<file path="config.mk">
export PLATFORM = sky130hd
export DESIGN_NAME = link_bond_member_select_top_flat
export DESIGN_NICKNAME = d
export VERILOG_FILES = /design/src/sv/lbms_pkg.sv /design/src/sv/lbms_req_if.sv /design/src/sv/lbms_mod.sv /design/src/sv/link_bond_member_select_top.sv /design/src/flat_wrapper.sv
export SDC_FILE = /design/constraint.sdc
export NUM_CORES = 1
export LEC_CHECK = 0
export BUFFER_PORTS_ARGS = -buffer_cell sky130_fd_sc_hd__buf_2
export CAP_MARGIN = 10
export CORE_ASPECT_RATIO = 0.75
export CORE_MARGIN = 4
export CORE_UTILIZATION = 61
export CTS_BUF_LIST = sky130_fd_sc_hd__clkbuf_4 sky130_fd_sc_hd__clkbuf_8 sky130_fd_sc_hd__clkbuf_16
export CTS_CLUSTER_SIZE = 20
export DETAILED_ROUTE_END_ITERATION = 10
export PLACE_DENSITY = 0.94
export SLEW_MARGIN = 20
export SYNTH_ARGS = -nofsm -noshare
export SYNTH_HDL_FRONTEND = slang
export SYNTH_SLANG_ARGS = --single-unit
</file>
<file path="constraint.sdc">
create_clock -name clock -period 12.01 [get_ports clock]
set_input_delay 1.201 -clock clock [delete_from_list [all_inputs] [get_ports clock]]
set_output_delay 1.201 -clock clock [all_outputs]
set_load 0.05 [all_outputs]
</file>
<file path="src/sv/lbms_pkg.sv">
// Shared types, codes and a hash helper function for the bond member selector.
package lbms_pkg;

   localparam int DATA_W      = 32;
   localparam int DIGIT_W     = 4;
   localparam int DIGITS      = DATA_W / DIGIT_W;
   localparam int DIGIT_CNT_W = $clog2(DIGITS);
   localparam int SLOT_W      = 3;
   localparam int COUNT_W     = 4;
   localparam int PORT_W      = 16;

   localparam logic [1:0] CMD_SEND        = 2'd0;
   localparam logic [1:0] CMD_LINK_UP     = 2'd1;
   localparam logic [1:0] CMD_LINK_DOWN   = 2'd2;
   localparam logic [1:0] CMD_SET_PRIMARY = 2'd3;

   localparam logic [2:0] MODE_ROUND_ROBIN = 3'd0;
   localparam logic [2:0] MODE_XOR_HASH    = 3'd2;
   localparam logic [2:0] MODE_RESET       = 3'd2;

   localparam logic [2:0] POLICY_IP_PORT  = 3'd1;
   localparam logic [2:0] POLICY_IP_TIMES = 3'd2;
   localparam logic [2:0] POLICY_RESET    = 3'd1;

   localparam logic REG_BOND_MODE   = 1'b0;
   localparam logic REG_HASH_POLICY = 1'b1;

   typedef enum logic [1:0] {
      ST_IDLE,
      ST_MOD,
      ST_SCAN,
      ST_DONE
   } state_type;

   function automatic logic [DATA_W-1:0] dest_hash(input logic [2:0] policy,
                                                   input logic [DATA_W-1:0] ip,
                                                   input logic [PORT_W-1:0] port);
      logic [DATA_W-1:0] h;
      case (policy)
         POLICY_IP_PORT:  h = ip ^ {port, {(DATA_W-PORT_W){1'b0}}};
         POLICY_IP_TIMES: h = (ip << 5) - ip;
         default:         h = ip;
      endcase
      return h;
   endfunction

endpackage

</file>
<file path="src/sv/lbms_req_if.sv">
// Handshake interfaces for the request and response channels.
interface lbms_req_if;
   logic        valid;
   logic        ready;
   logic [1:0]  cmd;
   logic [2:0]  member;
   logic [31:0] dest_ip;
   logic [15:0] dest_port;

   modport source (output valid, cmd, member, dest_ip, dest_port, input ready);
   modport sink   (input valid, cmd, member, dest_ip, dest_port, output ready);
endinterface

interface lbms_rsp_if;
   logic       valid;
   logic       ready;
   logic       cmd_ok;
   logic [2:0] chosen_member;
   logic       no_member;
   logic [2:0] primary_member;
   logic       failover;
   logic [3:0] active_count;

   modport source (output valid, cmd_ok, chosen_member, no_member, primary_member,
                   failover, active_count, input ready);
   modport sink   (input valid, cmd_ok, chosen_member, no_member, primary_member,
                   failover, active_count, output ready);
endinterface

</file>
<file path="src/sv/lbms_mod.sv">
// Iterative modulo unit: four restoring steps per cycle over a 32-bit dividend.
module lbms_mod #(
   parameter int CW = 4
) (
   input  logic                        clock,
   input  logic                        reset,
   input  logic                        start,
   input  logic [lbms_pkg::DATA_W-1:0] dividend,
   input  logic [CW-1:0]               divisor,
   output logic                        done,
   output logic [CW-1:0]               remainder
);

   logic                             busy_ff, busy_in;
   logic [lbms_pkg::DIGIT_CNT_W-1:0] digit_ff, digit_in;
   logic [lbms_pkg::DATA_W-1:0]      dvd_ff, dvd_in;
   logic [CW-1:0]                    div_ff, div_in;
   logic [CW-1:0]                    rem_ff, rem_in;
   logic [CW-1:0]                    rem_next;

   always_comb begin
      logic [CW:0] t;
      rem_next = rem_ff;
      for (int k = 0; k < lbms_pkg::DIGIT_W; k++) begin
         t = {rem_next, dvd_ff[lbms_pkg::DATA_W-1-k]};
         if (t >= {1'b0, div_ff}) begin
            t = t - {1'b0, div_ff};
         end
         rem_next = CW'(t);
      end
   end

   assign done      = busy_ff && (digit_ff == lbms_pkg::DIGIT_CNT_W'(lbms_pkg::DIGITS - 1));
   assign remainder = rem_next;

   always_comb begin
      busy_in  = busy_ff;
      digit_in = digit_ff;
      dvd_in   = dvd_ff;
      div_in   = div_ff;
      rem_in   = rem_ff;
      if (start) begin
         busy_in  = 1'b1;
         digit_in = '0;
         dvd_in   = dividend;
         div_in   = divisor;
         rem_in   = '0;
      end else if (busy_ff) begin
         dvd_in   = dvd_ff << lbms_pkg::DIGIT_W;
         rem_in   = rem_next;
         digit_in = digit_ff + 1'b1;
         if (done) begin
            busy_in = 1'b0;
         end
      end
   end

   always_ff @(posedge clock) begin
      if (reset) begin
         busy_ff  <= 1'b0;
         digit_ff <= '0;
      end else begin
         busy_ff  <= busy_in;
         digit_ff <= digit_in;
      end
      dvd_ff <= dvd_in;
      div_ff <= div_in;
      rem_ff <= rem_in;
   end

endmodule

</file>
<file path="src/sv/link_bond_member_select_top.sv">
// Top level of the bond member selector: state, sequencer and register port.
//
//  Channel | Direction | Handshake             | Payload
//  req_ch  | in        | valid / ready         | cmd, member, dest_ip, dest_port
//  rsp_ch  | out       | valid / ready         | cmd_ok ... active_count
//  APB     | in        | psel, penable, pready | bond_mode, hash_policy
//
// Link up and set primary go from acceptance straight to the done state, which registers
// the result; taking the primary down, or a primary-first send with no live primary, runs
// the scan first. Round robin and hash sends run the modulo unit (4 bits per cycle) before the scan.
// req ready is high only while the sequencer is idle; a held response keeps the next
// item in its last state, which holds off further requests. Reset is synchronous.
module link_bond_member_select_top #(
   parameter int MEMBERS = 8
) (
   input  logic               clock,
   input  logic               reset,
   lbms_req_if.sink           req_ch,
   lbms_rsp_if.source         rsp_ch,
   input  logic               psel,
   input  logic               penable,
   input  logic               pwrite,
   input  logic [2:0]         paddr,
   input  logic [31:0]        pwdata,
   output logic [31:0]        prdata,
   output logic               pready
);

   localparam int CW = $clog2(MEMBERS + 1);
   localparam int SW = $clog2(MEMBERS);

   lbms_pkg::state_type state_ff, state_in;

   logic [2:0]                  mode_ff, mode_in;
   logic [2:0]                  policy_ff, policy_in;
   logic [MEMBERS-1:0]          mask_ff, mask_in;
   logic [lbms_pkg::SLOT_W-1:0] primary_ff, primary_in;
   logic                        pvalid_ff, pvalid_in;
   logic [lbms_pkg::DATA_W-1:0] rr_ff, rr_in;
   logic [1:0]                  cmd_ff, cmd_in;
   logic [CW-1:0]               pos_ff, pos_in;
   logic [SW-1:0]               slot_ff, slot_in;
   logic                        ok_ff, ok_in;
   logic [lbms_pkg::SLOT_W-1:0] chosen_ff, chosen_in;
   logic                        none_ff, none_in;
   logic                        fail_ff, fail_in;

   logic                        rvalid_ff, rvalid_in;
   logic                        rok_ff, rok_in;
   logic [lbms_pkg::SLOT_W-1:0] rchosen_ff, rchosen_in;
   logic                        rnone_ff, rnone_in;
   logic [lbms_pkg::SLOT_W-1:0] rprimary_ff, rprimary_in;
   logic                        rfail_ff, rfail_in;
   logic [lbms_pkg::COUNT_W-1:0] rcount_ff, rcount_in;

   logic [CW-1:0]               count;
   logic [MEMBERS-1:0]          member_bit;
   logic                        in_range;
   logic                        primary_ok;
   logic                        accept;
   logic                        mod_start;
   logic                        mod_done;
   logic [CW-1:0]               mod_rem;
   logic [lbms_pkg::DATA_W-1:0] mod_dividend;
   logic                        is_send;
   logic                        mod_mode;
   logic                        scan_hit;
   logic                        scan_last;
   logic                        out_free;
   logic                        cfg_write;

   always_comb begin
      count = '0;
      for (int s = 0; s < MEMBERS; s++) begin
         count = count + CW'(mask_ff[s]);
      end
   end

   assign member_bit = MEMBERS'(1) << req_ch.member;
   assign in_range   = 32'(req_ch.member) < MEMBERS;
   assign primary_ok = pvalid_ff && |(mask_ff & (MEMBERS'(1) << primary_ff));
   assign accept     = req_ch.valid && req_ch.ready;
   assign is_send    = req_ch.cmd == lbms_pkg::CMD_SEND;
   assign mod_mode   = (mode_ff == lbms_pkg::MODE_ROUND_ROBIN) ||
                       (mode_ff == lbms_pkg::MODE_XOR_HASH);
   assign mod_start  = accept && is_send && (count != '0) && mod_mode;
   assign mod_dividend = (mode_ff == lbms_pkg::MODE_ROUND_ROBIN) ? rr_ff :
                         lbms_pkg::dest_hash(policy_ff, req_ch.dest_ip, req_ch.dest_port);
   assign scan_hit   = mask_ff[slot_ff] && (pos_ff == '0);
   assign scan_last  = slot_ff == SW'(MEMBERS - 1);
   assign out_free   = !rvalid_ff || rsp_ch.ready;
   assign cfg_write  = psel && penable && pwrite && pready;

   lbms_mod #(.CW(CW)) u_mod (
      .clock     (clock),
      .reset     (reset),
      .start     (mod_start),
      .dividend  (mod_dividend),
      .divisor   (count),
      .done      (mod_done),
      .remainder (mod_rem)
   );

   always_comb begin
      state_in = state_ff;
      case (state_ff)
         lbms_pkg::ST_IDLE: begin
            if (req_ch.valid) begin
               if (is_send && (count != '0) && mod_mode) begin
                  state_in = lbms_pkg::ST_MOD;
               end else if (is_send && (count != '0) && !primary_ok) begin
                  state_in = lbms_pkg::ST_SCAN;
               end else if ((req_ch.cmd == lbms_pkg::CMD_LINK_DOWN) && in_range &&
                            pvalid_ff && (primary_ff == req_ch.member)) begin
                  state_in = lbms_pkg::ST_SCAN;
               end else begin
                  state_in = lbms_pkg::ST_DONE;
               end
            end
         end
         lbms_pkg::ST_MOD: begin
            if (mod_done) begin
               state_in = lbms_pkg::ST_SCAN;
            end
         end
         lbms_pkg::ST_SCAN: begin
            if (scan_hit || scan_last) begin
               state_in = lbms_pkg::ST_DONE;
            end
         end
         lbms_pkg::ST_DONE: begin
            if (out_free) begin
               state_in = lbms_pkg::ST_IDLE;
            end
         end
         default: state_in = lbms_pkg::ST_IDLE;
      endcase
   end

   always_comb begin
      mask_in     = mask_ff;
      primary_in  = primary_ff;
      pvalid_in   = pvalid_ff;
      rr_in       = rr_ff;
      cmd_in      = cmd_ff;
      pos_in      = pos_ff;
      slot_in     = slot_ff;
      ok_in       = ok_ff;
      chosen_in   = chosen_ff;
      none_in     = none_ff;
      fail_in     = fail_ff;
      rvalid_in   = rvalid_ff && !rsp_ch.ready;
      rok_in      = rok_ff;
      rchosen_in  = rchosen_ff;
      rnone_in    = rnone_ff;
      rprimary_in = rprimary_ff;
      rfail_in    = rfail_ff;
      rcount_in   = rcount_ff;
      case (state_ff)
         lbms_pkg::ST_IDLE: begin
            if (req_ch.valid) begin
               cmd_in    = req_ch.cmd;
               ok_in     = 1'b0;
               chosen_in = '0;
               none_in   = 1'b0;
               fail_in   = 1'b0;
               slot_in   = '0;
               pos_in    = '0;
               if (is_send) begin
                  if (count == '0) begin
                     none_in = 1'b1;
                  end else begin
                     ok_in = 1'b1;
                     if (mode_ff == lbms_pkg::MODE_ROUND_ROBIN) begin
                        rr_in = rr_ff + 1'b1;
                     end else if (!mod_mode && primary_ok) begin
                        chosen_in = primary_ff;
                     end
                  end
               end else if (in_range) begin
                  case (req_ch.cmd)
                     lbms_pkg::CMD_LINK_UP: begin
                        mask_in = mask_ff | member_bit;
                        ok_in   = 1'b1;
                        if (!pvalid_ff) begin
                           primary_in = req_ch.member;
                           pvalid_in  = 1'b1;
                        end
                     end
                     lbms_pkg::CMD_LINK_DOWN: begin
                        mask_in = mask_ff & ~member_bit;
                        ok_in   = 1'b1;
                     end
                     default: begin
                        if (|(mask_ff & member_bit)) begin
                           primary_in = req_ch.member;
                           pvalid_in  = 1'b1;
                           ok_in      = 1'b1;
                        end
                     end
                  endcase
               end
            end
         end
         lbms_pkg::ST_MOD: begin
            if (mod_done) begin
               pos_in = mod_rem;
            end
         end
         lbms_pkg::ST_SCAN: begin
            slot_in = slot_ff + 1'b1;
            if (mask_ff[slot_ff]) begin
               if (pos_ff == '0) begin
                  if (cmd_ff == lbms_pkg::CMD_SEND) begin
                     chosen_in = lbms_pkg::SLOT_W'(slot_ff);
                  end else begin
                     primary_in = lbms_pkg::SLOT_W'(slot_ff);
                     fail_in    = 1'b1;
                  end
               end else begin
                  pos_in = pos_ff - 1'b1;
               end
            end
         end
         lbms_pkg::ST_DONE: begin
            if (out_free) begin
               rvalid_in   = 1'b1;
               rok_in      = ok_ff;
               rchosen_in  = chosen_ff;
               rnone_in    = none_ff;
               rprimary_in = primary_ff;
               rfail_in    = fail_ff;
               rcount_in   = lbms_pkg::COUNT_W'(count);
            end
         end
         default: ;
      endcase
   end

   always_comb begin
      mode_in   = mode_ff;
      policy_in = policy_ff;
      if (cfg_write) begin
         if (paddr[2] == lbms_pkg::REG_HASH_POLICY) begin
            policy_in = pwdata[2:0];
         end else begin
            mode_in = pwdata[2:0];
         end
      end
   end

   assign pready = 1'b1;
   assign prdata = {29'd0, (paddr[2] == lbms_pkg::REG_BOND_MODE) ? mode_ff : policy_ff};

   assign req_ch.ready          = state_ff == lbms_pkg::ST_IDLE;
   assign rsp_ch.valid          = rvalid_ff;
   assign rsp_ch.cmd_ok         = rok_ff;
   assign rsp_ch.chosen_member  = rchosen_ff;
   assign rsp_ch.no_member      = rnone_ff;
   assign rsp_ch.primary_member = rprimary_ff;
   assign rsp_ch.failover       = rfail_ff;
   assign rsp_ch.active_count   = rcount_ff;

   always_ff @(posedge clock) begin
      if (reset) begin
         state_ff   <= lbms_pkg::ST_IDLE;
         mode_ff    <= lbms_pkg::MODE_RESET;
         policy_ff  <= lbms_pkg::POLICY_RESET;
         mask_ff    <= '0;
         primary_ff <= '0;
         pvalid_ff  <= 1'b0;
         rr_ff      <= '0;
         rvalid_ff  <= 1'b0;
      end else begin
         state_ff   <= state_in;
         mode_ff    <= mode_in;
         policy_ff  <= policy_in;
         mask_ff    <= mask_in;
         primary_ff <= primary_in;
         pvalid_ff  <= pvalid_in;
         rr_ff      <= rr_in;
         rvalid_ff  <= rvalid_in;
      end
      cmd_ff      <= cmd_in;
      pos_ff      <= pos_in;
      slot_ff     <= slot_in;
      ok_ff       <= ok_in;
      chosen_ff   <= chosen_in;
      none_ff     <= none_in;
      fail_ff     <= fail_in;
      rok_ff      <= rok_in;
      rchosen_ff  <= rchosen_in;
      rnone_ff    <= rnone_in;
      rprimary_ff <= rprimary_in;
      rfail_ff    <= rfail_in;
      rcount_ff   <= rcount_in;
   end

endmodule

</file>
<file path="src/flat_wrapper.sv">
// flat-port wrapper written by rule: the top's interface ports become plain ports
module link_bond_member_select_top_flat 
#(
   parameter int MEMBERS = 8
)
  (clock, reset, psel, penable, pwrite, paddr, pwdata, prdata, pready, req_ch_valid, req_ch_cmd, req_ch_member, req_ch_dest_ip, req_ch_dest_port, req_ch_ready, rsp_ch_valid, rsp_ch_cmd_ok, rsp_ch_chosen_member, rsp_ch_no_member, rsp_ch_primary_member, rsp_ch_failover, rsp_ch_active_count, rsp_ch_ready);
  lbms_req_if req_ch_i ();
  lbms_rsp_if rsp_ch_i ();
  input  logic clock;
  input  logic reset;
  input  logic psel;
  input  logic penable;
  input  logic pwrite;
  input  logic [2:0] paddr;
  input  logic [31:0] pwdata;
  output logic [31:0] prdata;
  output logic pready;
  input wire logic [$bits(req_ch_i.valid)-1:0] req_ch_valid;
  input wire logic [$bits(req_ch_i.cmd)-1:0] req_ch_cmd;
  input wire logic [$bits(req_ch_i.member)-1:0] req_ch_member;
  input wire logic [$bits(req_ch_i.dest_ip)-1:0] req_ch_dest_ip;
  input wire logic [$bits(req_ch_i.dest_port)-1:0] req_ch_dest_port;
  output wire logic [$bits(req_ch_i.ready)-1:0] req_ch_ready;
  output wire logic [$bits(rsp_ch_i.valid)-1:0] rsp_ch_valid;
  output wire logic [$bits(rsp_ch_i.cmd_ok)-1:0] rsp_ch_cmd_ok;
  output wire logic [$bits(rsp_ch_i.chosen_member)-1:0] rsp_ch_chosen_member;
  output wire logic [$bits(rsp_ch_i.no_member)-1:0] rsp_ch_no_member;
  output wire logic [$bits(rsp_ch_i.primary_member)-1:0] rsp_ch_primary_member;
  output wire logic [$bits(rsp_ch_i.failover)-1:0] rsp_ch_failover;
  output wire logic [$bits(rsp_ch_i.active_count)-1:0] rsp_ch_active_count;
  input wire logic [$bits(rsp_ch_i.ready)-1:0] rsp_ch_ready;
  assign req_ch_i.valid = req_ch_valid;
  assign req_ch_i.cmd = req_ch_cmd;
  assign req_ch_i.member = req_ch_member;
  assign req_ch_i.dest_ip = req_ch_dest_ip;
  assign req_ch_i.dest_port = req_ch_dest_port;
  assign req_ch_ready = req_ch_i.ready;
  assign rsp_ch_valid = rsp_ch_i.valid;
  assign rsp_ch_cmd_ok = rsp_ch_i.cmd_ok;
  assign rsp_ch_chosen_member = rsp_ch_i.chosen_member;
  assign rsp_ch_no_member = rsp_ch_i.no_member;
  assign rsp_ch_primary_member = rsp_ch_i.primary_member;
  assign rsp_ch_failover = rsp_ch_i.failover;
  assign rsp_ch_active_count = rsp_ch_i.active_count;
  assign rsp_ch_i.ready = rsp_ch_ready;
  link_bond_member_select_top #(.MEMBERS(MEMBERS)) u_core (.clock(clock), .reset(reset), .req_ch(req_ch_i), .rsp_ch(rsp_ch_i), .psel(psel), .penable(penable), .pwrite(pwrite), .paddr(paddr), .pwdata(pwdata), .prdata(prdata), .pready(pready));
endmodule
</file>
**Yosys cells after proc, flatten, opt, wreduce, memory -nomap -nowiden**

Cells that the tools add are included.

- Div/mod/pow operators: 0
- Add/subtract/negate cells: 16
- Equal/unequal tests: 24
- Bitwise logic cells: 10
- Reductions and logical operators: 52
- Multiply operators: 0
- Mux-type cells: 62
- Magnitude comparators: 5
- Shift operators: 2

Operators with widths:

| cell | count |
|---|---|
| 2-to-1 mux 32 bit | 3 |
| one-hot mux 32 bit (2 select lines) | 1 |
| 2-to-1 mux 3 bit | 17 |
| adder 32 x 1 -> 32 bit (second input constant) | 1 |
| 2-to-1 mux 4 bit | 8 |
| subtractor 32 bit | 1 |
| bitwise XOR 32 bit | 1 |
| AND reduction 5 bit | 5 |
| adder 4 x 1 -> 4 bit | 6 |
| bitwise AND 8 bit | 3 |
| one-hot mux 3 bit (2 select lines) | 4 |
| greater-or-equal comparator 5 x 4 -> 1 bit | 4 |
| 2-to-1 mux 1 bit | 17 |
| logical AND 1 bit | 16 |
| one-hot mux 8 bit (2 select lines) | 1 |
| OR reduction 8 bit | 2 |
| left shift 1 x 3 -> 8 bit (first input constant) | 2 |
| subtractor 4 bit | 4 |
| 2-to-1 mux 2 bit | 6 |
| inequality test 2 x 1 -> 1 bit (second input constant) | 6 |
| one-hot mux 4 bit (3 select lines) | 1 |
| inequality test 2 bit (second input constant) | 5 |
| AND reduction 2 bit | 5 |
| AND reduction 9 bit | 1 |
| 27 further kinds | 51 |

- Input port bits: 95
- Word-level logic and storage cells: 197
- Memories kept: 0
- Register bits after elaboration: 125
- RAM bits: 0
- Bits in read-only memories: 0
- Latch bits: 0

**Longest topological paths before layout**

- Depth after elaboration: 14
- Depth in mapped cells: 28
- Mapped depth without buffers: 28

**By module**

From an unflattened synthesis, not the netlist that was laid out.

- Cells, all modules: 1077
- Area total of the unflattened synthesis: 9555.4 sq um

By module, submodules not included:

| module | instances | sequential area each (sq um) | cells an instance | area each (sq um) |
|---|---|---|---|---|
| link_bond_member_select_top | 1 | 1901.8 | 865 | 6886.6 |
| lbms_mod | 1 | 1241.2 | 212 | 2668.8 |

**Worst setup path after synthesis**

OpenSTA, ideal clock, no wires.

- Kind: reg2reg
- Start point: register u_core.u_mod.div_ff[1]
- End point: register u_core.pos_ff[3] (data pin)
- Stages on the path, launching flop included: 28
- Data required time: 11.745 ns
- Path buffers: 0
- Arrival: 5.446 ns
- Path slack: 6.299 ns
- Cell sequence: edfxtp_1 -> inv_1 -> ha_1 -> nand3_1 -> o221a_2 -> mux2_2 -> inv_1 -> ha_1 -> nor2b_1 -> o21ai_0 -> a21boi_0 -> a211oi_4 -> mux2_2 -> inv_1 -> ha_1 -> a21o_1 -> a21o_1 -> a21oi_1 -> nand2b_1 -> a21oi_1 -> ha_1 -> o21ai_0 -> nand2b_1 -> a21o_1 -> a21o_1 -> nor3_2 -> mux2i_1 -> o22ai_1

- Cells in the longest elaborated chain, start to end: 10

Ends and longest elaborated chain:

| element | line | text |
|---|---|---|
| start, declared | lbms_mod.sv:17 | `logic [CW-1:0] div_ff, div_in;` |
| start signal, assigned | lbms_mod.sv:67 | `div_ff <= div_in;` |
| subtractor 4 bit or greater-or-equal comparator 5 x 4 -> 1 bit (tied branches) | lbms_mod.sv:27, lbms_mod.sv:26 |  |
| 2-to-1 mux 4 bit | lbms_mod.sv:26 | `if (t >= {1'b0, div_ff}) begin` |
| subtractor 4 bit or greater-or-equal comparator 5 x 4 -> 1 bit (tied branches) | lbms_mod.sv:27, lbms_mod.sv:26 |  |
| 2-to-1 mux 4 bit | lbms_mod.sv:26 |  |
| greater-or-equal comparator 5 x 4 -> 1 bit or subtractor 4 bit (tied branches) | lbms_mod.sv:26, lbms_mod.sv:27 |  |
| 2-to-1 mux 4 bit | lbms_mod.sv:26 |  |
| subtractor 4 bit or greater-or-equal comparator 5 x 4 -> 1 bit (tied branches) | lbms_mod.sv:27, lbms_mod.sv:26 |  |
| 2-to-1 mux 4 bit * | lbms_mod.sv:26 |  |
| 2-to-1 mux 4 bit * | link_bond_member_select_top.sv:206 | `if (mod_done) begin` |
| one-hot mux 4 bit (3 select lines) * | link_bond_member_select_top.sv:159 | `case (state_ff)` |
| via u_core.pos_in[3] | link_bond_member_select_top.sv:41 | `logic [CW-1:0] pos_ff, pos_in;` |
| end signal, assigned | link_bond_member_select_top.sv:285 | `pos_ff <= pos_in;` |
| end, declared | link_bond_member_select_top.sv:41 |  |

The timed path passes the listed nets; every way through them passes the cells marked *. The select of a mux whose other input is x is not followed.
A chain may end at the register's enable or synchronous reset.

**Final worst setup path**

- Start point: register u_core.u_mod.div_ff[1]
- End point: register u_core.pos_ff[1] (data pin)

The elaborated chain is that of the path after synthesis.

==> reports/metrics.yaml <==
status:
  outcome: "completed"
critical_path:
  slowest_delay_ns: 0.51
  path_max_fanout: 7
  crit_type: "register to register"
  cp.arrival_ns: 6.91
  startpoint_type: "register"
  rr_worst_depth: 27
  required_ns: 12.22
  cpMaxStageDelayCell: "edfxtp_1"
  cp-end-kind: "register"
placement:
  gp_congestion: 0.953
  numPortBuffers: 81
  place_ws_ns: 5.46
  placed_cells: 1254
  place_hpwl_um: 15700
synth:
  synthTopCellsByCount: "93 x nor2_1, 90 x nand2_1, 79 x inv_1"
  yosys.area.top_type: "edfxtp_1"
  synth.mux.area_fraction: 0.0419
  synth-simple-area-share: 0.174
  yosysMostFrequentCell: "nor2_1"
  synth_cell_types: 70
  synthXorXnorAreaFrac: 0.0699
  ys.flop_type: "edfxtp_1"
  yosys-top-cells-area: "edfxtp_1 22%, dfxtp_1 14%, ha_1 8.3%, xor2_1 4.1%, nor2_1 3.9%"
  synth_compound_area_frac: 0.183
  synth_edf_count: 64
  ys_seq_area_frac: 0.353
  synth.avg_cell_area_um2: 8.78
  synth_area_mm2: 0.00890
  postSynthCellCount: 1014
  synth_fa_ha_area_frac: 0.101
  async_flop_share: 0
  synth_top_area_frac: 0.216
  yosysWarnings: 0
  ys_ff_latch: 125
  synth_top_family_by_area: "compound AO/OA/AOI/OAI gates"
floorplan:
  die_y_um: 113
  die_w_um: 147
  rows: 37
  fp.dieArea_mm2: 0.0166
  core_mm2: 0.0140
  start_util: 0.637
  ios: 143
cts:
  cts_htree_levels: 4
  clockRootBuffer: "clkbuf_16"
  cts_tree: "yes"
  clk_latency_ns: 0.41
  cts_setup_buffers: 0
  cts_hold_buf: 0
  clk_pin_slew_ns: 0.06
  cts_buffers: 17
  ctsResizeCount: 0
  clock_sinks: 125
  clock_path_buffers: 2
routing:
  vias: 7894
  first_pass_iters: 6
  drc: 0
  wl_um: 22800
  ant_nets: 0
  routedWlPerCell_um: 17.7
  via_per_inst: 6.14
  drt_iter0_markers: 884
final_layout:
  finalNonFillerCells: 1286
  diodes: 0
  fin_util: 0.711
  seq_area_mm2: 0.00314
  fin_nets: 1240
  area_delta_synth_final_pct: 11.7
  multi_input_area_mm2: 0.00520
  drive_gt1_frac: 0.143
  fill_cells: 1001
timing:
  final.setup.tns_ns: 0
  finalCritPeriodShare: 0.558
  final_max_slew_viol_count: 0
  tightest_slew_ns: 1.04
  setup_slack_ns: 5.31
  fmax_mhz: 149
  setup_viol: 0
  hold-worst-slack_ns: 0.424
  grt_setup_unrepaired: "no"
  relSlewSlack: 0.305
  min_period_ns: 6.70
  finalHoldViolCount: 0
  skew_ns: 0.0140
min_path:
  holdPathStages: 0
  hold_path_class: "register to register"
pwr:
  power_switching_w: 0.000728
  intPower_w: 0.00117
  combPwrFrac: 0.437
  clockPowerShare: 0.274
  swShare: 0.383
  ir_drop_mv: 0.183
  p_leak_nw: 4.26
  p_seq_frac: 0.289
  power_density_mw_per_mm2: 191
global_route:
  grt_start_max_net_pins: 60
  grt_pass1_vias: 7425
  grt_use_total: 0.270
  antenna_found_initial: 0
  grt_pass1_wl_um: 36700
  overflow: 0
run:
  cap_violations: 0
-- worst paths after layout --
check                                                       from                                to  slack (ns)
worst max register to register  u_core.u_mod.div_ff[1]$_DFFE_PP_        u_core.pos_ff[1]$_DFFE_PP_        5.31
worst max-delay path            u_core.u_mod.div_ff[1]$_DFFE_PP_        u_core.pos_ff[1]$_DFFE_PP_        5.31
worst min-delay path                    u_core.fail_ff$_DFFE_PP_  u_core.rsp_ch.failover$_DFFE_PP_        0.42
worst min register to register          u_core.fail_ff$_DFFE_PP_  u_core.rsp_ch.failover$_DFFE_PP_        0.42
-- cells by family after synthesis --
group	Yosys count
DFF	125
buffers and inverters	149
and+or+nand+nor	322
xor gates and xnor gates	71
AOI/OAI and AO/OA	247
other	2
muxes	31
adders and majority gates	67
-- final cells by class --
class,instances,share of cell area
repair buffers,87,0.0456
well taps,195,0.0245
flip-flops and latches,125,0.316
clock buffers,27,0.0558
inverters,79,0.0298
multi-input cells,768,0.523
clock inverters,5,0.00516
-- registers in the layout, summed over array words and instances (netlist names), 2 cells and up, named ones only --
name,count
u_core.rr_ff,32
u_core.policy_ff,3
u_core.mode_ff,3
u_core.u_mod.dvd_ff,32
u_core.slot_ff,3
u_core.rsp_ch.primary_member,3
u_core.rsp_ch.chosen_member,3
u_core.state_ff,2
u_core.chosen_ff,3
u_core.u_mod.div_ff,4
u_core.pos_ff,4
u_core.rsp_ch.active_count,4
u_core.cmd_ff,2
u_core.u_mod.digit_ff,3
u_core.u_mod.rem_ff,4
u_core.primary_ff,3
-- worst max-delay path, delay by kind of cell, from the launching register on --
family                   cells  cell delay (ns)
AO/OA/AOI/OAI               14             3.22
adder cells (fa/ha/maj)      4             1.10
buffers and inverters        3             0.44
flip-flops                   1             0.51
multiplexers                 2             0.80
AND/OR/NAND/NOR              4             0.44
-- routing by layer --
layer,track usage,part of all wire
met1,0.356,0.41
met2,0.431,0.47
met3,0.0617,0.082
met4,0.113,0.032
met5,0,0
-- placed cells by master, fill, tap and decap left out, drive strengths merged, types with 6 or more instances in the layout --
master	count
buf	87
inv	80
o22ai	10
o21a	6
o21ai	68
nand4	13
nand3	33
clkbuf	27
and3	8
conb	30
a21o	16
mux2i	17
o211ai	14
xnor2	29
nor2b	12
o31ai	7
mux2	10
edfxtp	64
nor3	27
nand2b	10
a311oi	6
a211oi	21
ha	59
nand2	90
a21oi	53
xor2	42
dfxtp	61
and4	7
fa	8
nor2	93
-- per-stage QoR --
step | area, um^2 | total power (W)
5_1_grt | 9940 | 0.00200
3_3_place_gp | 9330 | 0.00130
3_5_place_dp | 9330 | 0.00135
6_report | 9940 | 0.00190
2_1_floorplan | 9000 | 0.00118
4_1_cts | 9940 | 0.00189
-- power groups by stage --
stage | clock [W] | combinational, W | sequential (W)
finish | 0.000520 | 0.000831 | 0.000549
global route | 0.000542 | 0.000902 | 0.000553
CTS | 0.000521 | 0.000817 | 0.000547
detailed placement | 0 | 0.000794 | 0.000553
global placement | 0 | 0.000751 | 0.000549
floorplan | 0 | 0.000628 | 0.000556
Power figures use the tool's default switching activity.
